File: src/hw/rtl/n2a_pkg.sv
package n2a_pkg;

  // Format codes as they arrive on the input channel.
  typedef enum logic [1:0] {
    FMT_DEC = 2'd0,
    FMT_BIN = 2'd1,
    FMT_OCT = 2'd2,
    FMT_HEX = 2'd3
  } fmt_t;

  // What a microcode step puts on the output register.
  typedef enum logic [1:0] {
    EM_NONE  = 2'd0,
    EM_LIT   = 2'd1,
    EM_DIGIT = 2'd2
  } emit_t;

  // How the step counter moves after a step.
  typedef enum logic [1:0] {
    J_NEXT     = 2'd0,
    J_LOOP     = 2'd1,
    J_DISPATCH = 2'd2,
    J_IDLE     = 2'd3
  } jump_t;

  localparam int PC_W = 4;
  typedef logic [PC_W-1:0] pc_t;

  localparam int K_W = 5;
  typedef logic [K_W-1:0] kcnt_t;

  localparam int ACC_W = 33;
  typedef logic [ACC_W-1:0] acc_t;

  // Microprogram addresses.
  localparam pc_t ST_IDLE   = 4'd0;
  localparam pc_t ST_D_B3   = 4'd1;
  localparam pc_t ST_D_B2   = 4'd2;
  localparam pc_t ST_D_B1   = 4'd3;
  localparam pc_t ST_D_B0   = 4'd4;
  localparam pc_t ST_D_EMIT = 4'd5;
  localparam pc_t ST_O_EMIT = 4'd6;
  localparam pc_t ST_B_ZERO = 4'd7;
  localparam pc_t ST_B_B    = 4'd8;
  localparam pc_t ST_B_BIT  = 4'd9;
  localparam pc_t ST_X_ZERO = 4'd10;
  localparam pc_t ST_X_X    = 4'd11;
  localparam pc_t ST_X_DIG  = 4'd12;
  localparam pc_t ST_LAST   = ST_X_DIG;

  localparam logic [7:0] CH_ZERO  = 8'h30;
  localparam logic [7:0] CH_LOW_B = 8'h62;
  localparam logic [7:0] CH_LOW_X = 8'h78;
  localparam logic [7:0] CH_NUL   = 8'h00;

  // One control word of the microprogram.
  typedef struct packed {
    emit_t      emit;    // output action
    logic [7:0] lit;     // literal character for EM_LIT
    logic       sup;     // drop a leading zero digit
    logic       trial;   // decimal restoring trial-subtract step
    logic [1:0] tbit;    // quotient bit decided by the trial
    jump_t      jump;    // sequencing
    pc_t        target;  // loop target
  } uword_t;

  function automatic pc_t entry_pc(fmt_t f);
    pc_t p;
    p = ST_IDLE;
    unique case (f)
      FMT_DEC: p = ST_D_B3;
      FMT_BIN: p = ST_B_ZERO;
      FMT_OCT: p = ST_O_EMIT;
      FMT_HEX: p = ST_X_ZERO;
      default: p = ST_IDLE;
    endcase
    return p;
  endfunction

  // Index of the most significant digit for each format.
  function automatic kcnt_t entry_k(fmt_t f);
    kcnt_t k;
    k = '0;
    unique case (f)
      FMT_DEC: k = 5'd9;
      FMT_BIN: k = 5'd31;
      FMT_OCT: k = 5'd10;
      FMT_HEX: k = 5'd7;
      default: k = '0;
    endcase
    return k;
  endfunction

  function automatic logic [7:0] digit_char(logic [3:0] d);
    logic [7:0] c;
    if (d < 4'd10) begin
      c = CH_ZERO + {4'b0, d};
    end else begin
      c = 8'h37 + {4'b0, d};
    end
    return c;
  endfunction

  // Trial constant (2^b) * 10^k for the decimal digit search.
  function automatic acc_t trial_const(kcnt_t k, logic [1:0] b);
    acc_t p;
    p = '0;
    unique case (k)
      5'd0:    p = 33'd1;
      5'd1:    p = 33'd10;
      5'd2:    p = 33'd100;
      5'd3:    p = 33'd1000;
      5'd4:    p = 33'd10000;
      5'd5:    p = 33'd100000;
      5'd6:    p = 33'd1000000;
      5'd7:    p = 33'd10000000;
      5'd8:    p = 33'd100000000;
      5'd9:    p = 33'd1000000000;
      default: p = '0;
    endcase
    return p << b;
  endfunction

endpackage

File: src/hw/rtl/number_to_ascii_radix_formatter_top.sv
// Channel  Direction  Handshake            Payload per beat
// input    in         in_valid / in_stall  value[31:0], format[1:0]
// output   out        out_valid/ out_stall character[7:0], last
//
// One number at a time: in_stall is high from acceptance until its final
// character is in the output register. Decimal takes four trial-subtract
// steps and one emit step for each of ten digit positions.
// Synchronous reset idles the step counter and empties the output register.
// An output stall holds only an emitting step.

module number_to_ascii_radix_formatter_top (
  input  logic        clk,
  input  logic        rst,
  input  logic        in_valid,
  output logic        in_stall,
  input  logic [31:0] value,
  input  logic [1:0]  format,
  output logic        out_valid,
  input  logic        out_stall,
  output logic [7:0]  character,
  output logic        last
);

  // Sequencer state: the step counter picks a control word from the
  // microcode table; the datapath below only does what that word says.
  n2a_pkg::pc_t    pc;
  n2a_pkg::uword_t uw;

  // Working registers. acc holds the remainder in decimal and a left-shifting
  // copy of the value in the power-of-two formats; k counts digit positions.
  n2a_pkg::acc_t   acc;
  n2a_pkg::kcnt_t  k;
  n2a_pkg::fmt_t   fmt;
  logic [3:0]      q;
  logic            started;

  n2a_pkg::acc_t   tc;
  logic            ge;
  logic [3:0]      digit;
  logic            out_free;
  logic            adv;
  logic            show;
  logic            wr;
  logic            wr_last;

  n2a_ucode_rom u_rom (
    .pc (pc),
    .uw (uw)
  );

  assign in_stall = (pc != n2a_pkg::ST_IDLE);

  // The output register can take a beat if it is empty or draining now.
  assign out_free = !out_valid || !out_stall;
  assign adv      = (uw.emit == n2a_pkg::EM_NONE) || out_free;

  // Restoring trial: is the remainder at least 2^tbit * 10^k?
  assign tc = n2a_pkg::trial_const(k, uw.tbit);
  assign ge = (acc >= tc);

  // The digit on offer at an emit step, taken from the top of acc for the
  // power-of-two formats and from the quotient for decimal.
  always_comb begin
    digit = 4'd0;
    unique case (fmt)
      n2a_pkg::FMT_DEC: digit = q;
      n2a_pkg::FMT_BIN: digit = {3'b000, acc[31]};
      n2a_pkg::FMT_OCT: digit = {1'b0, acc[32:30]};
      n2a_pkg::FMT_HEX: digit = acc[31:28];
      default:          digit = 4'd0;
    endcase
  end

  // In decimal and octal, leading zeros are dropped until the first nonzero
  // digit, but the units digit always goes out: zero prints as a single '0'.
  assign show    = !uw.sup || started || (digit != 4'd0) || (k == '0);
  assign wr      = adv && ((uw.emit == n2a_pkg::EM_LIT) ||
                           ((uw.emit == n2a_pkg::EM_DIGIT) && show));
  assign wr_last = (uw.jump == n2a_pkg::J_LOOP) && (k == '0);

  // Control state.
  always_ff @(posedge clk) begin
    if (rst) begin
      pc        <= n2a_pkg::ST_IDLE;
      out_valid <= 1'b0;
      started   <= 1'b0;
    end else begin
      if (wr) begin
        out_valid <= 1'b1;
      end else if (!out_stall) begin
        out_valid <= 1'b0;
      end

      if (wr && (uw.emit == n2a_pkg::EM_DIGIT)) begin
        started <= 1'b1;
      end

      unique case (uw.jump)
        n2a_pkg::J_DISPATCH: begin
          if (in_valid) begin
            pc      <= n2a_pkg::entry_pc(n2a_pkg::fmt_t'(format));
            started <= 1'b0;
          end
        end
        n2a_pkg::J_NEXT: begin
          if (adv) begin
            pc <= pc + 1'b1;
          end
        end
        n2a_pkg::J_LOOP: begin
          if (adv) begin
            pc <= (k != '0) ? uw.target : n2a_pkg::ST_IDLE;
          end
        end
        n2a_pkg::J_IDLE: begin
          pc <= n2a_pkg::ST_IDLE;
        end
        default: begin
          pc <= n2a_pkg::ST_IDLE;
        end
      endcase
    end
  end

  // Datapath registers; all are loaded before use, so they need no reset.
  always_ff @(posedge clk) begin
    if (wr) begin
      character <= (uw.emit == n2a_pkg::EM_LIT) ? uw.lit : n2a_pkg::digit_char(digit);
      last      <= wr_last;
    end

    if ((uw.jump == n2a_pkg::J_DISPATCH) && in_valid) begin
      acc <= {1'b0, value};
      k   <= n2a_pkg::entry_k(n2a_pkg::fmt_t'(format));
      fmt <= n2a_pkg::fmt_t'(format);
      q   <= 4'd0;
    end else begin
      if (uw.trial) begin
        q[uw.tbit] <= ge;
        if (ge) begin
          acc <= acc - tc;
        end
      end

      if (adv && (uw.jump == n2a_pkg::J_LOOP)) begin
        k <= k - 1'b1;
      end

      if (adv && (uw.emit == n2a_pkg::EM_DIGIT)) begin
        unique case (fmt)
          n2a_pkg::FMT_DEC: q   <= 4'd0;
          n2a_pkg::FMT_BIN: acc <= {acc[31:0], 1'b0};
          n2a_pkg::FMT_OCT: acc <= {acc[29:0], 3'b000};
          n2a_pkg::FMT_HEX: acc <= {acc[28:0], 4'b0000};
          default:          q   <= 4'd0;
        endcase
      end
    end
  end

  // The step counter stays within the microprogram.
  assert property (@(posedge clk) disable iff (rst) pc <= n2a_pkg::ST_LAST)
    else $error("step counter outside the microprogram");

  // Writing the final character of a number returns the sequencer to idle.
  assert property (@(posedge clk) disable iff (rst)
    (wr && wr_last) |=> (pc == n2a_pkg::ST_IDLE))
    else $error("sequencer not idle after the final character");

  // A decimal digit found by the four trials is never above nine.
  assert property (@(posedge clk) disable iff (rst)
    (pc == n2a_pkg::ST_D_EMIT) |-> (q <= 4'd9))
    else $error("decimal digit out of range");

  // A number is taken in only at idle, and once taken it starts the microprogram.
  assert property (@(posedge clk) disable iff (rst)
    (in_valid && !in_stall) |=> (pc != n2a_pkg::ST_IDLE))
    else $error("accepted number did not start the microprogram");

endmodule

File: src/hw/rtl/n2a_ucode_rom.sv
module n2a_ucode_rom (
  input  n2a_pkg::pc_t   pc,
  output n2a_pkg::uword_t uw
);

  always_comb begin
    uw = '{emit: n2a_pkg::EM_NONE, lit: n2a_pkg::CH_NUL, sup: 1'b0, trial: 1'b0,
           tbit: 2'd0, jump: n2a_pkg::J_IDLE, target: n2a_pkg::ST_IDLE};
    unique case (pc) inside
      n2a_pkg::ST_IDLE: begin
        uw.jump = n2a_pkg::J_DISPATCH;
      end
      n2a_pkg::ST_D_B3: begin
        uw.trial = 1'b1;
        uw.tbit  = 2'd3;
        uw.jump  = n2a_pkg::J_NEXT;
      end
      n2a_pkg::ST_D_B2: begin
        uw.trial = 1'b1;
        uw.tbit  = 2'd2;
        uw.jump  = n2a_pkg::J_NEXT;
      end
      n2a_pkg::ST_D_B1: begin
        uw.trial = 1'b1;
        uw.tbit  = 2'd1;
        uw.jump  = n2a_pkg::J_NEXT;
      end
      n2a_pkg::ST_D_B0: begin
        uw.trial = 1'b1;
        uw.tbit  = 2'd0;
        uw.jump  = n2a_pkg::J_NEXT;
      end
      n2a_pkg::ST_D_EMIT: begin
        uw.emit   = n2a_pkg::EM_DIGIT;
        uw.sup    = 1'b1;
        uw.jump   = n2a_pkg::J_LOOP;
        uw.target = n2a_pkg::ST_D_B3;
      end
      n2a_pkg::ST_O_EMIT: begin
        uw.emit   = n2a_pkg::EM_DIGIT;
        uw.sup    = 1'b1;
        uw.jump   = n2a_pkg::J_LOOP;
        uw.target = n2a_pkg::ST_O_EMIT;
      end
      n2a_pkg::ST_B_ZERO, n2a_pkg::ST_X_ZERO: begin
        uw.emit = n2a_pkg::EM_LIT;
        uw.lit  = n2a_pkg::CH_ZERO;
        uw.jump = n2a_pkg::J_NEXT;
      end
      n2a_pkg::ST_B_B: begin
        uw.emit = n2a_pkg::EM_LIT;
        uw.lit  = n2a_pkg::CH_LOW_B;
        uw.jump = n2a_pkg::J_NEXT;
      end
      n2a_pkg::ST_X_X: begin
        uw.emit = n2a_pkg::EM_LIT;
        uw.lit  = n2a_pkg::CH_LOW_X;
        uw.jump = n2a_pkg::J_NEXT;
      end
      n2a_pkg::ST_B_BIT: begin
        uw.emit   = n2a_pkg::EM_DIGIT;
        uw.jump   = n2a_pkg::J_LOOP;
        uw.target = n2a_pkg::ST_B_BIT;
      end
      n2a_pkg::ST_X_DIG: begin
        uw.emit   = n2a_pkg::EM_DIGIT;
        uw.jump   = n2a_pkg::J_LOOP;
        uw.target = n2a_pkg::ST_X_DIG;
      end
      default: begin
        uw.jump = n2a_pkg::J_IDLE;
      end
    endcase
  end

endmodule
File: config.mk
export PLATFORM = sky130hd
export DESIGN_NAME = number_to_ascii_radix_formatter_top
export DESIGN_NICKNAME = d
export VERILOG_FILES = /design/src/hw/rtl/n2a_pkg.sv /design/src/hw/rtl/number_to_ascii_radix_formatter_top.sv /design/src/hw/rtl/n2a_ucode_rom.sv
export SDC_FILE = /design/constraint.sdc
export NUM_CORES = 1
export LEC_CHECK = 0
export BUFFER_PORTS_ARGS = -buffer_cell sky130_fd_sc_hd__buf_4
export CAP_MARGIN = 25
export CORE_ASPECT_RATIO = 1.25
export CORE_MARGIN = 4
export CORE_UTILIZATION = 34
export DETAILED_ROUTE_END_ITERATION = 10
export GPL_TIMING_DRIVEN = 0
export PLACE_DENSITY = 0.53
export SYNTH_ARGS = -nofsm -noshare
export SYNTH_HDL_FRONTEND = slang
export SYNTH_SLANG_ARGS = --single-unit
File: constraint.sdc
create_clock -name clk -period 9.96 [get_ports clk]
set_input_delay 0.498 -clock clk [delete_from_list [all_inputs] [get_ports clk]]
set_output_delay 0.498 -clock clk [all_outputs]
set_load 0.01 [all_outputs]
# After elaboration in Yosys (flattened, before gate mapping)
# Memories as Yosys holds them, arrays and structs flattened. A register that Yosys moved wholly into a read port is not among the register bits.
# Index checks and enable logic that the tools add are counted.
[op_classes]
n_addsub = 5
n_lt_le_gt_ge = 4
eq_ne = 27
n_shift = 1
muxes = 36
n_reduce_logical = 33
[op_table]
columns = ["op", "n"]
rows = [
  ["33-bit two-way mux", 4],
  ["33-bit one-hot mux with 3 select lines", 1],
  ["4-bit one-hot mux with 4 select lines", 4],
  ["33-bit greater-or-equal comparator", 1],
  ["33-bit by 2-bit << shifter with 33-bit output", 1],
  ["33-bit subtractor", 1],
  ["32-bit two-way mux", 1],
  ["4-bit two-way mux", 8],
  ["7-bit one-hot mux with 3 select lines", 1],
  ["4-bit equality test, second input constant", 5],
  ["5-bit one-hot mux with 4 select lines", 1],
  ["4-bit by 3-bit equality test with 1-bit output, second input constant", 4],
  ["6-bit by 4-bit adder with 7-bit output, first input constant", 2],
  ["2-bit equality test, second input constant", 7],
  ["3-bit one-hot mux with 4 select lines", 1],
  ["5-bit two-way mux", 2],
  ["2-bit by 1-bit equality test with 1-bit output, second input constant", 4],
  ["4-bit by 2-bit equality test with 1-bit output, second input constant", 2],
  ["1-bit logical AND", 8],
  ["2-bit logical NOT", 4],
  ["8-bit two-way mux", 1],
  ["4-bit nonzero test", 2],
  ["4-bit OR reduction", 2],
  ["8-bit OR reduction", 1],
  ["22 further kinds", 38],
]
[totals]
ff_bits = 59
romBits = 480
inputBits = 38
output_inout_bits = 11
elab_cells = 117
mem_count = 1
[mem_list]
columns = ["memory", "depth", "word_bits", "rd", "rd_ports_with_merged_regs", "wr", "line_no", "text"]
rows = [
  ["(name not given)", 16, 30, 1, 1, 0, "n2a_pkg.sv:108", "unique case (k)"],
]

# Depth between registers and ports, before layout
# Gate-level depths: netlist of the first run.
[depth]
word_depth = 14
ltp_mapped = 23

# Modules after synthesis
# A second synthesis of the first run with hierarchy kept.
[unflattened]
cells_unflattened = 936
area_unflattened_um2 = 7532.2
[modules_own_cells]
columns = ["module", "n_inst", "cells_per_inst", "area_each_um2", "seq_area_each_um2"]
rows = [
  ["number_to_ascii_radix_formatter_top", 1, 896, 7284.5, 1801.7],
  ["n2a_ucode_rom", 1, 40, 247.7, 0.0],
]

# Least setup slack after synthesis of the first run
# OpenSTA, ideal clock, no wires.
[synth_path]
path_type = "register -> register"
startpoint = "register pc[1]"
endpoint = "register acc[18]"
setup_ns = 0.133
t_arrival_ns = 4.053
required_ns = 9.827
slack_ns = 5.775
path_stages_with_launch = 21
path_buffers = 4
synth_period_minus_slack_ns = 4.185
path_cell_list = "dfxtp_1 > inv_1 > ha_1 > clkbuf_1 > o21ai_1 > clkbuf_1 > nand2_1 > nand2_1 > nor2_1 > a211o_1 > ha_1 > a21o_1 > a211o_1 > o22ai_2 > o211a_1 > a31oi_4 > o211ai_4 > buf_6 > buf_12 > mux2i_1 > a21oi_1"
[synth_between]
elab_chain_len = 9
elab_cells_between_ends = 33
[synth_rtl]
columns = ["element", "line_no", "text"]
rows = [
  ["start, declared", "number_to_ascii_radix_formatter_top.sv:26", "n2a_pkg::pc_t pc;"],
  ["start signal, assigned", "number_to_ascii_radix_formatter_top.sv:84", "pc <= n2a_pkg::ST_IDLE;"],
  ["start signal, assigned", "number_to_ascii_radix_formatter_top.sv:101", "pc <= n2a_pkg::entry_pc(n2a_pkg::fmt_t'(format));"],
  ["start signal, assigned", "number_to_ascii_radix_formatter_top.sv:107", "pc <= pc + 1'b1;"],
  ["4-bit by 3-bit equality test with 1-bit output (no line) (tied with other cells)", "--", ""],
  ["3-bit one-hot mux with 4 select lines", "n2a_ucode_rom.sv:9", "unique case (pc) inside"],
  ["33-bit by 2-bit << shifter with 33-bit output", "n2a_pkg.sv:121", "return p << b;"],
  ["33-bit subtractor / 33-bit greater-or-equal comparator (equally long branches)", "number_to_ascii_radix_formatter_top.sv:141, number_to_ascii_radix_formatter_top.sv:59", ""],
  ["33-bit two-way mux", "number_to_ascii_radix_formatter_top.sv:140", "if (ge) begin"],
  ["33-bit two-way mux", "number_to_ascii_radix_formatter_top.sv:138", "if (uw.trial) begin"],
  ["33-bit one-hot mux with 3 select lines", "number_to_ascii_radix_formatter_top.sv:150", "unique case (fmt)"],
  ["33-bit two-way mux", "number_to_ascii_radix_formatter_top.sv:149", "if (adv && (uw.emit == n2a_pkg::EM_DIGIT)) begin"],
  ["32-bit two-way mux *", "number_to_ascii_radix_formatter_top.sv:132", "if ((uw.jump == n2a_pkg::J_DISPATCH) && in_valid) begin"],
  ["end signal, assigned", "number_to_ascii_radix_formatter_top.sv:133", "acc <= {1'b0, value};"],
  ["end signal, assigned", "number_to_ascii_radix_formatter_top.sv:141", "acc <= acc - tc;"],
  ["end signal, assigned", "number_to_ascii_radix_formatter_top.sv:152", "n2a_pkg::FMT_BIN: acc <= {acc[31:0], 1'b0};"],
  ["end, declared", "number_to_ascii_radix_formatter_top.sv:31", "n2a_pkg::acc_t acc;"],
]
# Mark *: on every way between the ends. The rest lies on a longest branch, timed or not.
# A chain may end at the register's enable or synchronous reset.

# Worst setup path in the final report of the first run
[layout_path]
startpoint = "register pc[0]"
endpoint = "register acc[8]"
# Same word-level chain as after synthesis.

==> results.txt, run 1 <==
The flow ran to the end, and the final reports show no timing, DRC or antenna violations. The post-route antenna net violation count is 0. The cell depth of the worst min-delay path is 2. STA classifies the critical path endpoint as a register. The layout filler cell count came out at 2219. Setup total negative slack on the finished layout was measured at 0 ps. After global routing the overflow that remains totals 0. The clock latency on the worst-skew pair is 370 ps. At the worst endpoint, the arrival time is 5460 ps.

The cell class contributing the biggest share of worst-path delay is compound AO/OA/AOI/OAI gates. The async set-reset flop share out of synthesis is 0. The largest net degree at the start of global routing is 18. Across the routed clock network, the largest skew measured is 11.01 ps. The first global-routing pass estimated 39.54 mm of wire. The width of the die came out at 137.9 um. The number of buffers and inverters on the critical path is 7. The count of pins on the block boundary is 49.

The area added between synthesis and finish came out at 13.83%. The sequential area share after synthesis came out at 0.2469. Yosys printed 0 warnings. The net count of the finished layout is 1076. sky130_fd_sc_hd__dfxtp_1 takes more of the synthesized area than any other cell. The number of enable-type register cells in the synthesized netlist came out at 15.

CTS placed an instance of sky130_fd_sc_hd__clkbuf_16 at the clock tree root. The worst min-delay path category is in2reg. The instance area at placement is 7870 um2.

Data on the critical path is required at its endpoint by 10170 ps. The setup slack of the critical path after layout is 4714 ps. The finished cells cover 8167 um2. The transition time at the pin with the least slew margin is 880.4 ps. In the synthesized netlist the dominant register cell turns out to be sky130_fd_sc_hd__dfxtp_1.

The synthesized netlist net count is 1018. In this design, the stage delay of the slowest critical-path cell is 470 ps. The final route contains 7315 vias. The number of instances in the synthesized netlist is 930. The number of vias per cell after detailed routing is 5.773. The portion of the clock cycle consumed by the worst path in the final layout is 0.5267. The number of buffers on the longest clock path came out at 2. The area inside the core boundary is 20820 um2. The most frequent standard cell in the layout excluding fill and tap cells is sky130_fd_sc_hd__nand2_1.

The share of Yosys cell area claimed by the top area cell type came out at 0.1842. The number of antenna cells inserted is 0. The number of remaining DRC errors is 0. The number of DRC markers after the initial detailed-route iteration came out at 690. The synthesized area per cell came out at 7.714 um2. The detailed-routing iteration count for the pre-antenna-repair pass came out at 5. The clock input transition at the sequential cells of the worst setup and hold paths came out at 80 ps. The global-route usage over all layers is 0.2201. The count of H-tree levels built during CTS is 3. The number of placement rows is 59.

The count of non-filler cells in the finished layout is 1267. The signal on the critical path passes through inv_1 > ha_1 > clkbuf_1 > o21ai_0 > clkbuf_1 > clkbuf_1 > nor2_1 > a211o_1 > ha_1 > buf_4 > nand3_2 > a211oi_2 > o311ai_1 > o211a_1 > a31oi_4 > o211ai_4 > buf_6 > buf_12 > a31oi_1 > a31oi_1. The count of unique library cells instantiated by Yosys came out at 79.

The routability-driven placement congestion ratio came out at 0.9287. The number of max-slew violations in the final report is 0. Of the cells placed in the final design, the portion with a size suffix greater than 1 is 0.1067.

The final hold violation count came out at 0. The tree built by TritonCTS fans out to 81 sinks. The die covers 23500 um2. The cell area that synthesis handed to floorplanning was 7174 um2.

In this run the worst path has a maximum fanout of 10. STA classifies the critical path startpoint as a register. Clock tree synthesis inserted a total of 9 buffers.

The worst slew margin relative to its limit is 0.4131. By instance count, the cell type seen most on the critical path is sky130_fd_sc_hd__clkbuf_1. The area of the multi-input gates is 5034 um2. The post-route minimum period is 5246 ps. The detailed placement HPWL came out at 19.55 mm. For this design, the slowest cell found on the critical path is sky130_fd_sc_hd__o21ai_0. The worst setup path is of the reg2reg kind. The quantity of hold-fixing buffers added after cts came out at 0.

The post-detailed-routing wire length came out at 25.63 mm. The instance count on the critical path is 20. In the layout the commonest cells are 119 x sky130_fd_sc_hd__nand2_1, 86 x sky130_fd_sc_hd__a21oi_1, 82 x sky130_fd_sc_hd__nor2_1. The number of buffers inserted by post-CTS setup repair is 0. Setup repair after global routing left no endpoint under its margin.

The number of max-capacitance violations reported came out at 0. Counting cells, the worst reg-to-reg path comes to 20. Measured along the y axis, the die boundary spans 170.4 um.

The placement-stage worst setup slack came out at 4755 ps. The initial antenna violation count was 1. The number of global-route vias before repair was 7045. Ranked by total cell area, the synthesized netlist is headed by sky130_fd_sc_hd__dfxtp_1 18%, sky130_fd_sc_hd__ha_1 8.5%, sky130_fd_sc_hd__mux2i_1 6.7%. TritonCTS built the clock tree. Including well taps, the total number of placed cells is 1251.

The total of buffers placed on input and output ports is 47. The average routed wire per standard cell is 20.23 um. After clock tree synthesis, the repair step resized 0 gates.

Setup violations remaining at the end of the flow were counted as 0. The highest clock rate is 0.1906 GHz. The sequential cell area in the final layout is 1772 um2.

The number of flip-flops and latches in the synthesized netlist came out at 81. The initial core utilization came out at 0.3446.
[synthesized netlist by cell type (9+ instances only)]
cell and instances:
sky130_fd_sc_hd__nand2_1 119, sky130_fd_sc_hd__a21oi_1 86, sky130_fd_sc_hd__nor2_1 82, sky130_fd_sc_hd__dfxtp_1 66
sky130_fd_sc_hd__o21ai_0 54, sky130_fd_sc_hd__ha_1 49, sky130_fd_sc_hd__mux2i_1 48, sky130_fd_sc_hd__clkbuf_1 33
sky130_fd_sc_hd__inv_1 27, sky130_fd_sc_hd__a211o_1 20, sky130_fd_sc_hd__a211oi_1 19, sky130_fd_sc_hd__a31oi_1 18
sky130_fd_sc_hd__nand3_1 18, sky130_fd_sc_hd__nor3_1 18, sky130_fd_sc_hd__xnor2_1 17, sky130_fd_sc_hd__edfxtp_1 15
sky130_fd_sc_hd__xor2_1 15, sky130_fd_sc_hd__a21o_1 14, sky130_fd_sc_hd__nand2b_1 14, sky130_fd_sc_hd__o21ai_1 14
sky130_fd_sc_hd__o211ai_1 13, sky130_fd_sc_hd__and3_1 12, sky130_fd_sc_hd__a221o_1 9, sky130_fd_sc_hd__nor2b_1 9
[path summary, 6_finish.rpt]
check,end,slack (ps),startpoint
worst max-delay path,acc[8]$_DFF_P_,4710,pc[0]$_SDFFE_PP0P_
worst min-delay path,acc[26]$_DFF_P_,340,value[26]
worst max register to register,acc[8]$_DFF_P_,4710,pc[0]$_SDFFE_PP0P_
worst min register to register,q[2]$_SDFF_PP0_,460,q[2]$_SDFF_PP0_
[cell families (layout without fill, tap and decap cells)]
group | count (synthesis) | count (layout) | synth area share
and+or+nand+nor | 315 | 315 | 0.2037
other | 1 | 1 | 0.0005227
adders and majority gates | 50 | 50 | 0.08825
xor gates and xnor gates | 32 | 32 | 0.03907
muxes | 52 | 52 | 0.07325
DFF | 81 | 81 | 0.2469
buffers and inverters | 80 | 143 | 0.05145
AOI/OAI and AO/OA | 319 | 319 | 0.2968
[metal layers]
metal	track usage	wire length (um)
met1	0.2712	10820
met2	0.3800	12600
met3	0.03430	1331
met4	0.09024	885
met5	0	0
[layout make-up]
cell class                      instances  share of cell area
Buffer                                 52             0.03233
Clock buffer                            9             0.02758
Clock inverter                          7            0.008733
Inverter                               28             0.01287
Multi-Input combinational cell        769              0.6164
Sequential cell                        81              0.2169
Tap cell                              274             0.04198
Timing Repair Buffer                   47             0.04321
[metrics by stage]
stage | hold slack, ps | utilization
detailed placement | 448.7 | 0.3781
global placement | 447.4 | 0.3781
global route | 346.8 | 0.3923
floorplan | 435.7 | -
finish | 336.1 | 0.3923
CTS | 328.5 | 0.3923
Power of run 1 is not shown: default switching activity piles up to over one toggle a cycle in this logic, so the estimate is an artifact.
==> run 2: changes to the inputs <==
ABC_AREA = 1   (was not set)
PLACE_DENSITY = 0.54   (was 0.53)
clock period = 4.26 ns   (was 9.96 ns; I/O delays follow)
==> run 2 against run 1 <==
Compared with the run above: highest routed layer unchanged; die area rose by 10%; synthesized cell count grew 47%; sequential share of layout area fell by 2.3 points; flip-flop and latch count is the same; clock skew up 0.57 ps; via count rose by 20%; final cell count increased by 36%.
==> results.txt, run 2 <==
The largest area contributor in the synthesized netlist is sky130_fd_sc_hd__nand2_1 (was sky130_fd_sc_hd__dfxtp_1). The number of vias per cell after detailed routing is 5.086 (was 5.773). The critical path data required time came out at 4510 ps (was 10170 ps). The Yosys warning count came out at 0 (unchanged). The async set-reset flop share out of synthesis was 0 (unchanged). The total of buffers placed on input and output ports came out at 47 (unchanged). The met1 routed wirelength after detailed routing came out at 12.43 mm (was 10.82 mm). The post-detailed-routing wire length is 28.71 mm (was 25.63 mm). The top layer used by detailed routing is met4 (unchanged).

The width of the die is 144.7 um (was 137.9 um). The number of setup violations in the final report is 0 (unchanged). The cell depth of the worst min-delay path is 3 (was 2).

The via total after detailed routing is 8758 (was 7315). The portion of the clock cycle consumed by the worst path in the final layout came out at 0.9280 (was 0.5267). The worst slew margin relative to its limit came to 0.3386 (was 0.4131). The sequential area share after synthesis came to 0.2232 (was 0.2469). The number of cells on the worst reg-to-reg path came to 24 (was 20). Leading cell types in the layout, fill and taps excluded: 480 x sky130_fd_sc_hd__nand2_1, 205 x sky130_fd_sc_hd__inv_1, 113 x sky130_fd_sc_hd__nand3_1 (was 119 x sky130_fd_sc_hd__nand2_1, 86 x sky130_fd_sc_hd__a21oi_1, 82 x sky130_fd_sc_hd__nor2_1).

The count of H-tree levels built during CTS came out at 3 (unchanged). The met3 wirelength from detailed routing is 1.210 mm (was 1.331 mm). The global-route usage over all layers is 0.2230 (was 0.2201). The placement-stage worst setup slack was -668.0 ps (was 4755 ps).

The worst setup path category is reg2reg (unchanged). Outcome: finished, final reports clean (unchanged). The final-layout setup total negative slack came out at 0 ps (unchanged). The number of flip-flops and latches in the synthesized netlist came out at 81 (unchanged). The synthesized netlist net count is 1455 (was 1018).

The count of unique library cells instantiated by Yosys came out at 47 (was 79). The number of placement rows came to 62 (was 59). Unrepaired setup endpoints after global routing: true (was false). The clock root buffer was sky130_fd_sc_hd__clkbuf_16 (unchanged). The post-route minimum period is 3953 ps (was 5246 ps). The largest net degree at the start of global routing was 15 (was 18). The post-route antenna net violation count came out at 0 (unchanged). The initial antenna violation count came to 0 (was 1). The routed length on met2 is 14.03 mm (was 12.60 mm). The total CTS buffers is 9 (unchanged). The area of the die came out at 25870 um2 (was 23500 um2).

The cell area after synthesis came out at 7936 um2 (was 7174 um2). The number of enable-type register cells in the synthesized netlist is 15 (unchanged). The most common cell in the netlist is sky130_fd_sc_hd__nand2_1 (unchanged). The launching point of the worst reg2reg path is pc[1]$_SDFFE_PP0P_ (was pc[0]$_SDFFE_PP0P_). The signal arrival time at the worst endpoint is 4200 ps (was 5460 ps). The number of instances in the synthesized netlist came to 1367 (was 930). The endpoint of the worst hold path is acc[8]$_DFF_P_ (was acc[26]$_DFF_P_). The aggregate global routing overflow is 0 (unchanged). The wire length of the first global-routing pass is 44.37 mm (was 39.54 mm). The layout filler cell count came to 2577 (was 2219). The fraction of final layout cells sized beyond drive strength 1 is 0.1011 (was 0.1067).

The detailed placement HPWL is 24.01 mm (was 19.55 mm). The area of the multi-input gates is 5245 um2 (was 5034 um2). The count of pins on the block boundary is 49 (unchanged). Top post-synthesis cells by count: 484 x sky130_fd_sc_hd__nand2_1, 205 x sky130_fd_sc_hd__inv_1, 114 x sky130_fd_sc_hd__nand3_1 (was 119 x sky130_fd_sc_hd__nand2_1, 86 x sky130_fd_sc_hd__a21oi_1, 82 x sky130_fd_sc_hd__nor2_1). The clock input transition at the sequential cells of the worst setup and hold paths is 70 ps (was 80 ps). The average routed wire per standard cell came out at 16.67 um (was 20.23 um). The initial core utilization is 0.3456 (was 0.3446). The number of max-capacitance violations reported came to 0 (unchanged). Top cells by area, synth: sky130_fd_sc_hd__nand2_1 23%, sky130_fd_sc_hd__dfxtp_1 17%, sky130_fd_sc_hd__inv_1 9.7% (was sky130_fd_sc_hd__dfxtp_1 18%, sky130_fd_sc_hd__ha_1 8.5%, sky130_fd_sc_hd__mux2i_1 6.7%).

The vertical die dimension is 178.8 um (was 170.4 um). The sequential cell area in the final layout is 1774 um2 (was 1772 um2). The startpoint of the most critical hold path is value[8] (was value[26]).

The kind of start point of the critical path is a register (unchanged). The routability-driven placement congestion ratio is 0.9312 (was 0.9287). The highest clock rate came out at 0.2530 GHz (was 0.1906 GHz).

The clock sink count came out at 81 (unchanged). The number of antenna cells inserted is 0 (unchanged). The final net count is 1517 (was 1076). The number of max-slew violations in the final report came out at 0 (unchanged).

The number of global-route vias before repair is 8473 (was 7045). The synthesized area per cell came to 5.806 um2 (was 7.714 um2). The number of buffers on the longest clock path came out at 2 (unchanged). The number of remaining DRC errors is 0 (unchanged). The area inside the core boundary came out at 22960 um2 (was 20820 um2). The clock latency on the worst-skew pair came out at 350 ps (was 370 ps). The most frequent standard cell in the layout excluding fill and tap cells is sky130_fd_sc_hd__nand2_1 (unchanged). The area added between synthesis and finish came out at 15.07% (was 13.83%). The detailed-routing iteration count for the pre-antenna-repair pass came out at 5 (unchanged). The maximum fanout along the worst path came out at 10 (unchanged).

The transition time at the pin with the least slew margin is 992.1 ps (was 880.4 ps). The clock skew after layout came out at 11.59 ps (was 11.01 ps). The share of Yosys cell area claimed by the top area cell type was 0.2289 (was 0.1842). The worst min-delay path category is in2reg (unchanged). The register-to-register setup slack came out at 310 ps (was 4710 ps). The final hold violation count came out at 0 (unchanged). The critical path endpoint category is a register (unchanged). The minimum hold slack came out at 53.13 ps (was 336.1 ps). The CTS tree is yes (unchanged). The number of DRC markers after the initial detailed-route iteration came out at 592 (was 690). The setup slack of the critical path after layout came to 306.8 ps (was 4714 ps).

The leading register cell type out of synthesis is sky130_fd_sc_hd__dfxtp_1 (unchanged). The end of the worst register-to-register path is acc[17]$_DFF_P_ (was acc[8]$_DFF_P_). The quantity of hold-fixing buffers added after cts is 0 (unchanged).
## run 2: changes by cell type in the layout (fill, tap and decap cells not counted), moves of 17 or more
cell | previous run | this run
sky130_fd_sc_hd__mux2i_1 | 48 | 2
sky130_fd_sc_hd__nand2_1 | 119 | 480
sky130_fd_sc_hd__nand3_1 | 18 | 113
sky130_fd_sc_hd__a21oi_1 | 86 | 54
sky130_fd_sc_hd__inv_1 | 27 | 205
sky130_fd_sc_hd__a211o_1 | 20 | 0
sky130_fd_sc_hd__a221oi_1 | 0 | 17
## run 2: how the worst max path moves through the flow
stage	cells past startpoint	end	start	slack (ps)
detailed placement	23	acc[15]$_DFF_P_	pc[1]$_SDFFE_PP0P_	-670
finish	24	acc[17]$_DFF_P_	pc[1]$_SDFFE_PP0P_	310
global route	24	acc[16]$_DFF_P_	pc[1]$_SDFFE_PP0P_	4
global placement	22	acc[15]$_DFF_P_	pc[0]$_SDFFE_PP0P_	-670
CTS	24	acc[15]$_DFF_P_	pc[1]$_SDFFE_PP0P_	0.8
floorplan	24	acc[30]$_DFF_P_	pc[1]$_SDFFE_PP0P_	840
## run 2: worst max-delay path, stage by stage, from the launching register on
cell                       delay (ps)
sky130_fd_sc_hd__dfxtp_2          380
sky130_fd_sc_hd__inv_1             70
sky130_fd_sc_hd__ha_1             220
sky130_fd_sc_hd__o21ai_2          160
sky130_fd_sc_hd__clkbuf_4         210
sky130_fd_sc_hd__inv_1            130
sky130_fd_sc_hd__clkbuf_4         220
sky130_fd_sc_hd__o21ai_1          170
sky130_fd_sc_hd__o21ai_0          110
sky130_fd_sc_hd__ha_1             280
sky130_fd_sc_hd__buf_2            170
sky130_fd_sc_hd__nand2_1           90
sky130_fd_sc_hd__nor2_1           150
sky130_fd_sc_hd__nand3_1          110
sky130_fd_sc_hd__nand3_2          160
sky130_fd_sc_hd__nand2_1           90
sky130_fd_sc_hd__nand2_1          120
sky130_fd_sc_hd__nand2_1          140
sky130_fd_sc_hd__nand2_2          150
sky130_fd_sc_hd__nand2_4          120
sky130_fd_sc_hd__buf_4            240
sky130_fd_sc_hd__nand2_1           60
sky130_fd_sc_hd__nand3_1          130
sky130_fd_sc_hd__nand2_1          110
sky130_fd_sc_hd__nand2_1           50
## run 2: final cells by class
cell class,count,area share
inverters,215,0.08837
multi-input cells,1026,0.5743
flip-flops and latches,81,0.1943
plain buffers,42,0.02452
well taps,288,0.03946
repair buffers,54,0.04439
clock inverters,4,0.005343
clock buffers,12,0.02932
## run 2: per-layer routing
| layer | GRT usage | up-vias |
|---|---|---|
| met1 | 0.2774 | 3951 |
| met4 | 0.08865 | 0 |
| met5 | 0 | - |
| li1 | - | 4507 |
| met2 | 0.3918 | 235 |
| met3 | 0.02268 | 65 |
## run 2: kinds of logic (layout without fill, tap and decap cells)
kind of cell / count (synthesis) / count (layout) / share of synthesized area
muxes: 3 / 3 / 0.003784
other: 1 / 1 / 0.0004725
xor gates and xnor gates: 19 / 19 / 0.02097
and+or+nand+nor: 742 / 742 / 0.3883
AOI/OAI and AO/OA: 211 / 211 / 0.1559
DFF: 81 / 81 / 0.2232
adders and majority gates: 50 / 50 / 0.07977
buffers and inverters: 260 / 327 / 0.1275
## run 2: repair_timing
action	4_1_cts	5_1_grt
pin swaps	1	6
endpoints found under the hold margin	0	0
cloned	0	0
resized for setup	17	54
setup endpoints to repair	37	37
buffers inserted	1	6
## run 2: per-stage QoR
step	util	cells	area [um2]
floorplan	-	1367	7936
global placement	0.3767	1702	8650
detailed placement	0.3767	1702	8650
CTS	0.3919	1718	9000
global route	0.3977	1722	9133
finish	0.3977	1722	9133
Power of run 2 is left out for the same reason.
==> run 3: changes to the inputs <==
PLACE_DENSITY = 0.53   (was 0.54)
clock period = 3.8 ns   (was 4.26 ns; I/O delays follow)
==> run 3 against run 2 <==
Compared with the run above: global-route usage up 0.42 points; first-iteration DRC count grew 14%; core utilization is 2.8 points higher; non-clock buffer count rose by 28; sequential share of layout area down 1.2 points; worst setup slack worse by 190 ps; clock-buffer cell count is the same; final cell count rose by 1.6%; wire length increased by 2.3%; critical endpoint is now acc[25]$_DFF_P_.
==> results.txt, run 3 (same netlist as run 2, synthesis figures left out) <==
The routability-driven placement congestion ratio is 0.9538 (was 0.9312). The cell occurring most often along the worst timing path is sky130_fd_sc_hd__nand2_1 (unchanged). The signal arrival time at the worst endpoint is 3920 ps (was 4200 ps). The highest clock rate is 0.2714 GHz (was 0.2530 GHz). The largest stage delay on the critical path is 370 ps (was 380 ps).

Series of cell instances along the critical path: inv_1 > ha_2 > o21ai_2 > clkbuf_8 > clkbuf_4 > nand2_1 > o21ai_1 > nand2_1 > o21ai_1 > ha_1 > nand2_1 > nor2_2 > and2_4 > nand3_1 > nand3_2 > nor2_4 > nand2_4 > buf_8 > buf_8 > nand4_1 > nand3_1 > nand2_2 > nand2_1 (was inv_1 > ha_1 > o21ai_2 > clkbuf_4 > inv_1 > clkbuf_4 > o21ai_1 > o21ai_0 > ha_1 > buf_2 > nand2_1 > nor2_1 > nand3_1 > nand3_2 > nand2_1 > nand2_1 > nand2_1 > nand2_2 > nand2_4 > buf_4 > nand2_1 > nand3_1 > nand2_1 > nand2_1). The count of placed standard cells including taps came out at 1702 (unchanged). The vertical die dimension came to 178.8 um (unchanged).

The clock root buffer was sky130_fd_sc_hd__clkbuf_16 (unchanged). The post-route antenna net violation count came out at 0 (unchanged). The wire length of the first global-routing pass was 45.42 mm (was 44.37 mm). The transition time at the pin with the least slew margin is 825.3 ps (was 992.1 ps). The detailed placement HPWL came out at 23.98 mm (was 24.01 mm). The library cell contributing the largest single delay on the critical path was sky130_fd_sc_hd__dfxtp_4 (was sky130_fd_sc_hd__dfxtp_2).

The final hold violation count came out at 0 (unchanged). The initial core utilization was 0.3456 (unchanged). The number of antenna cells inserted is 0 (unchanged).

The clock input transition at the sequential cells of the worst setup and hold paths came out at 60 ps (was 70 ps). The area of the die was 25870 um2 (unchanged). The clock sink count came out at 81 (unchanged). The clock latency on the worst-skew pair is 340 ps (was 350 ps).

The area added between synthesis and finish was 23.19% (was 15.07%). The global-route track usage on met3 is 0.02295 (was 0.02268). The final net count was 1545 (was 1517). The maximum fanout along the worst path is 10 (unchanged).

The quantity of hold-fixing buffers added after cts is 0 (unchanged). The critical path data required time was 4030 ps (was 4510 ps). Outcome: finished, final reports clean (unchanged). The total of buffers placed on input and output ports came out at 47 (unchanged).

The number of setup violations in the final report came out at 0 (unchanged). The width of the die was 144.7 um (unchanged). The CTS tree was yes (unchanged).

The aggregate global routing overflow came to 0 (unchanged). The post-route minimum period is 3684 ps (was 3953 ps). The average routed wire per standard cell is 16.78 um (was 16.67 um). The initial antenna violation count is 0 (unchanged).

The met1 global-route usage is 0.2878 (was 0.2774). The met2 capacity usage during global routing came to 0.3972 (was 0.3918). The largest net degree at the start of global routing came out at 14 (was 15). The most frequent standard cell in the layout excluding fill and tap cells is sky130_fd_sc_hd__nand2_1 (unchanged).

The number of placement rows came to 62 (unchanged). Unrepaired setup endpoints after global routing: true (unchanged). The number of buffers on the longest clock path is 2 (unchanged). The portion of the clock cycle consumed by the worst path in the final layout is 0.9695 (was 0.9280). The count of H-tree levels built during CTS is 3 (unchanged).

The total CTS buffers is 9 (unchanged). The via total after detailed routing was 9013 (was 8758). The area inside the core boundary is 22960 um2 (unchanged). The most utilized layer in the global route result is met2 (unchanged). The count of pins on the block boundary is 49 (unchanged). The worst setup path category is reg2reg (unchanged). Leading cell types in the layout, fill and taps excluded: 462 x sky130_fd_sc_hd__nand2_1, 201 x sky130_fd_sc_hd__inv_1, 108 x sky130_fd_sc_hd__nand3_1 (was 480 x sky130_fd_sc_hd__nand2_1, 205 x sky130_fd_sc_hd__inv_1, 113 x sky130_fd_sc_hd__nand3_1). The number of global-route vias before repair came out at 8555 (was 8473).

The count of non-filler cells in the finished layout is 1750 (was 1722). The fraction of final layout cells sized beyond drive strength 1 was 0.1696 (was 0.1011). The number of DRC markers after the initial detailed-route iteration is 676 (was 592). The number of remaining DRC errors came out at 0 (unchanged). The placement-stage worst setup slack came to -952.7 ps (was -668.0 ps).

The critical path endpoint category is a register (unchanged). The kind of start point of the critical path is a register (unchanged). The clock skew after layout is 7.009 ps (was 11.59 ps). The minimum hold slack is 41.61 ps (was 53.13 ps). The register-to-register setup slack is 120 ps (was 310 ps). The worst slew margin relative to its limit is 0.4478 (was 0.3386). The number of max-capacitance violations reported is 0 (unchanged). The number of vias per cell after detailed routing came out at 5.150 (was 5.086). The post-detailed-routing wire length came out at 29.37 mm (was 28.71 mm). The setup slack of the critical path after layout is 115.7 ps (was 306.8 ps). The detailed-routing iteration count for the pre-antenna-repair pass is 5 (unchanged). The number of max-slew violations in the final report is 0 (unchanged). The worst min-delay path category was in2reg (unchanged). The global-route usage over all layers came out at 0.2273 (was 0.2230).
==> run 3: cell types whose count changed in the layout (fill, tap and decap cells not counted), moves of 4 or more <==
cell,previous run,this run
sky130_fd_sc_hd__nor2_2,3,11
sky130_fd_sc_hd__o21ai_2,7,22
sky130_fd_sc_hd__ha_4,2,14
sky130_fd_sc_hd__buf_4,59,86
sky130_fd_sc_hd__nand3_2,3,8
sky130_fd_sc_hd__nand2_1,480,462
sky130_fd_sc_hd__inv_1,205,201
sky130_fd_sc_hd__ha_1,46,31
sky130_fd_sc_hd__nor2_1,93,83
sky130_fd_sc_hd__nand3_1,113,108
sky130_fd_sc_hd__nand2_2,7,22
sky130_fd_sc_hd__clkbuf_2,7,1
sky130_fd_sc_hd__o21ai_0,68,49
==> run 3: final cells by class <==
class	count	area, um2
Fill cell	2530	13190
Multi-Input combinational cell	1026	5645
Sequential cell	81	1779
Inverter	215	810.8
Timing Repair Buffer	81	620.6
Tap cell	288	360.3
Buffer	43	285.3
Clock buffer	12	246.5
Clock inverter	4	28.78
==> run 3: routing by layer <==
layer	share of wire	vias to the layer above
li1	-	4557
met1	0.43	4147
met2	0.49	247
met3	0.047	62
met4	0.036	0
met5	0	-
==> run 3: repair_timing <==
item                                    4_1_cts  5_1_grt
endpoints found under the setup margin       37       37
buffers inserted                             16       17
resized for setup                            86      109
pin swaps                                    17       28
==> run 3: per-stage QoR <==
stage | util | TNS (ps) | area, um2
final | 0.4258 | 0 | 9777
after CTS | 0.4020 | 0 | 9231
after floorplan | - | 0 | 7936
after detailed placement | 0.3767 | -31710 | 8650
after global routing | 0.4258 | -131.5 | 9777
after global placement | 0.3767 | -31810 | 8650
==> run 3: worst max-delay path, delay by kind of cell (launching register included) <==
family,cells,cell delay (ps)
flops,1,370
fa+ha+maj,2,540
simple gates,13,1420
buf+inv,5,730
compound gates,3,500
==> run 3: path summary, 6_finish.rpt <==
path                                    startpoint            endpoint  cells after the start
worst max-delay path            pc[1]$_SDFFE_PP0P_     acc[25]$_DFF_P_                     23
worst min-delay path                      value[9]      acc[9]$_DFF_P_                      3
worst max register to register  pc[1]$_SDFFE_PP0P_     acc[25]$_DFF_P_                     23
worst min register to register  started$_SDFF_PP0_  started$_SDFF_PP0_                      2
Power of run 3 is left out for the same reason.
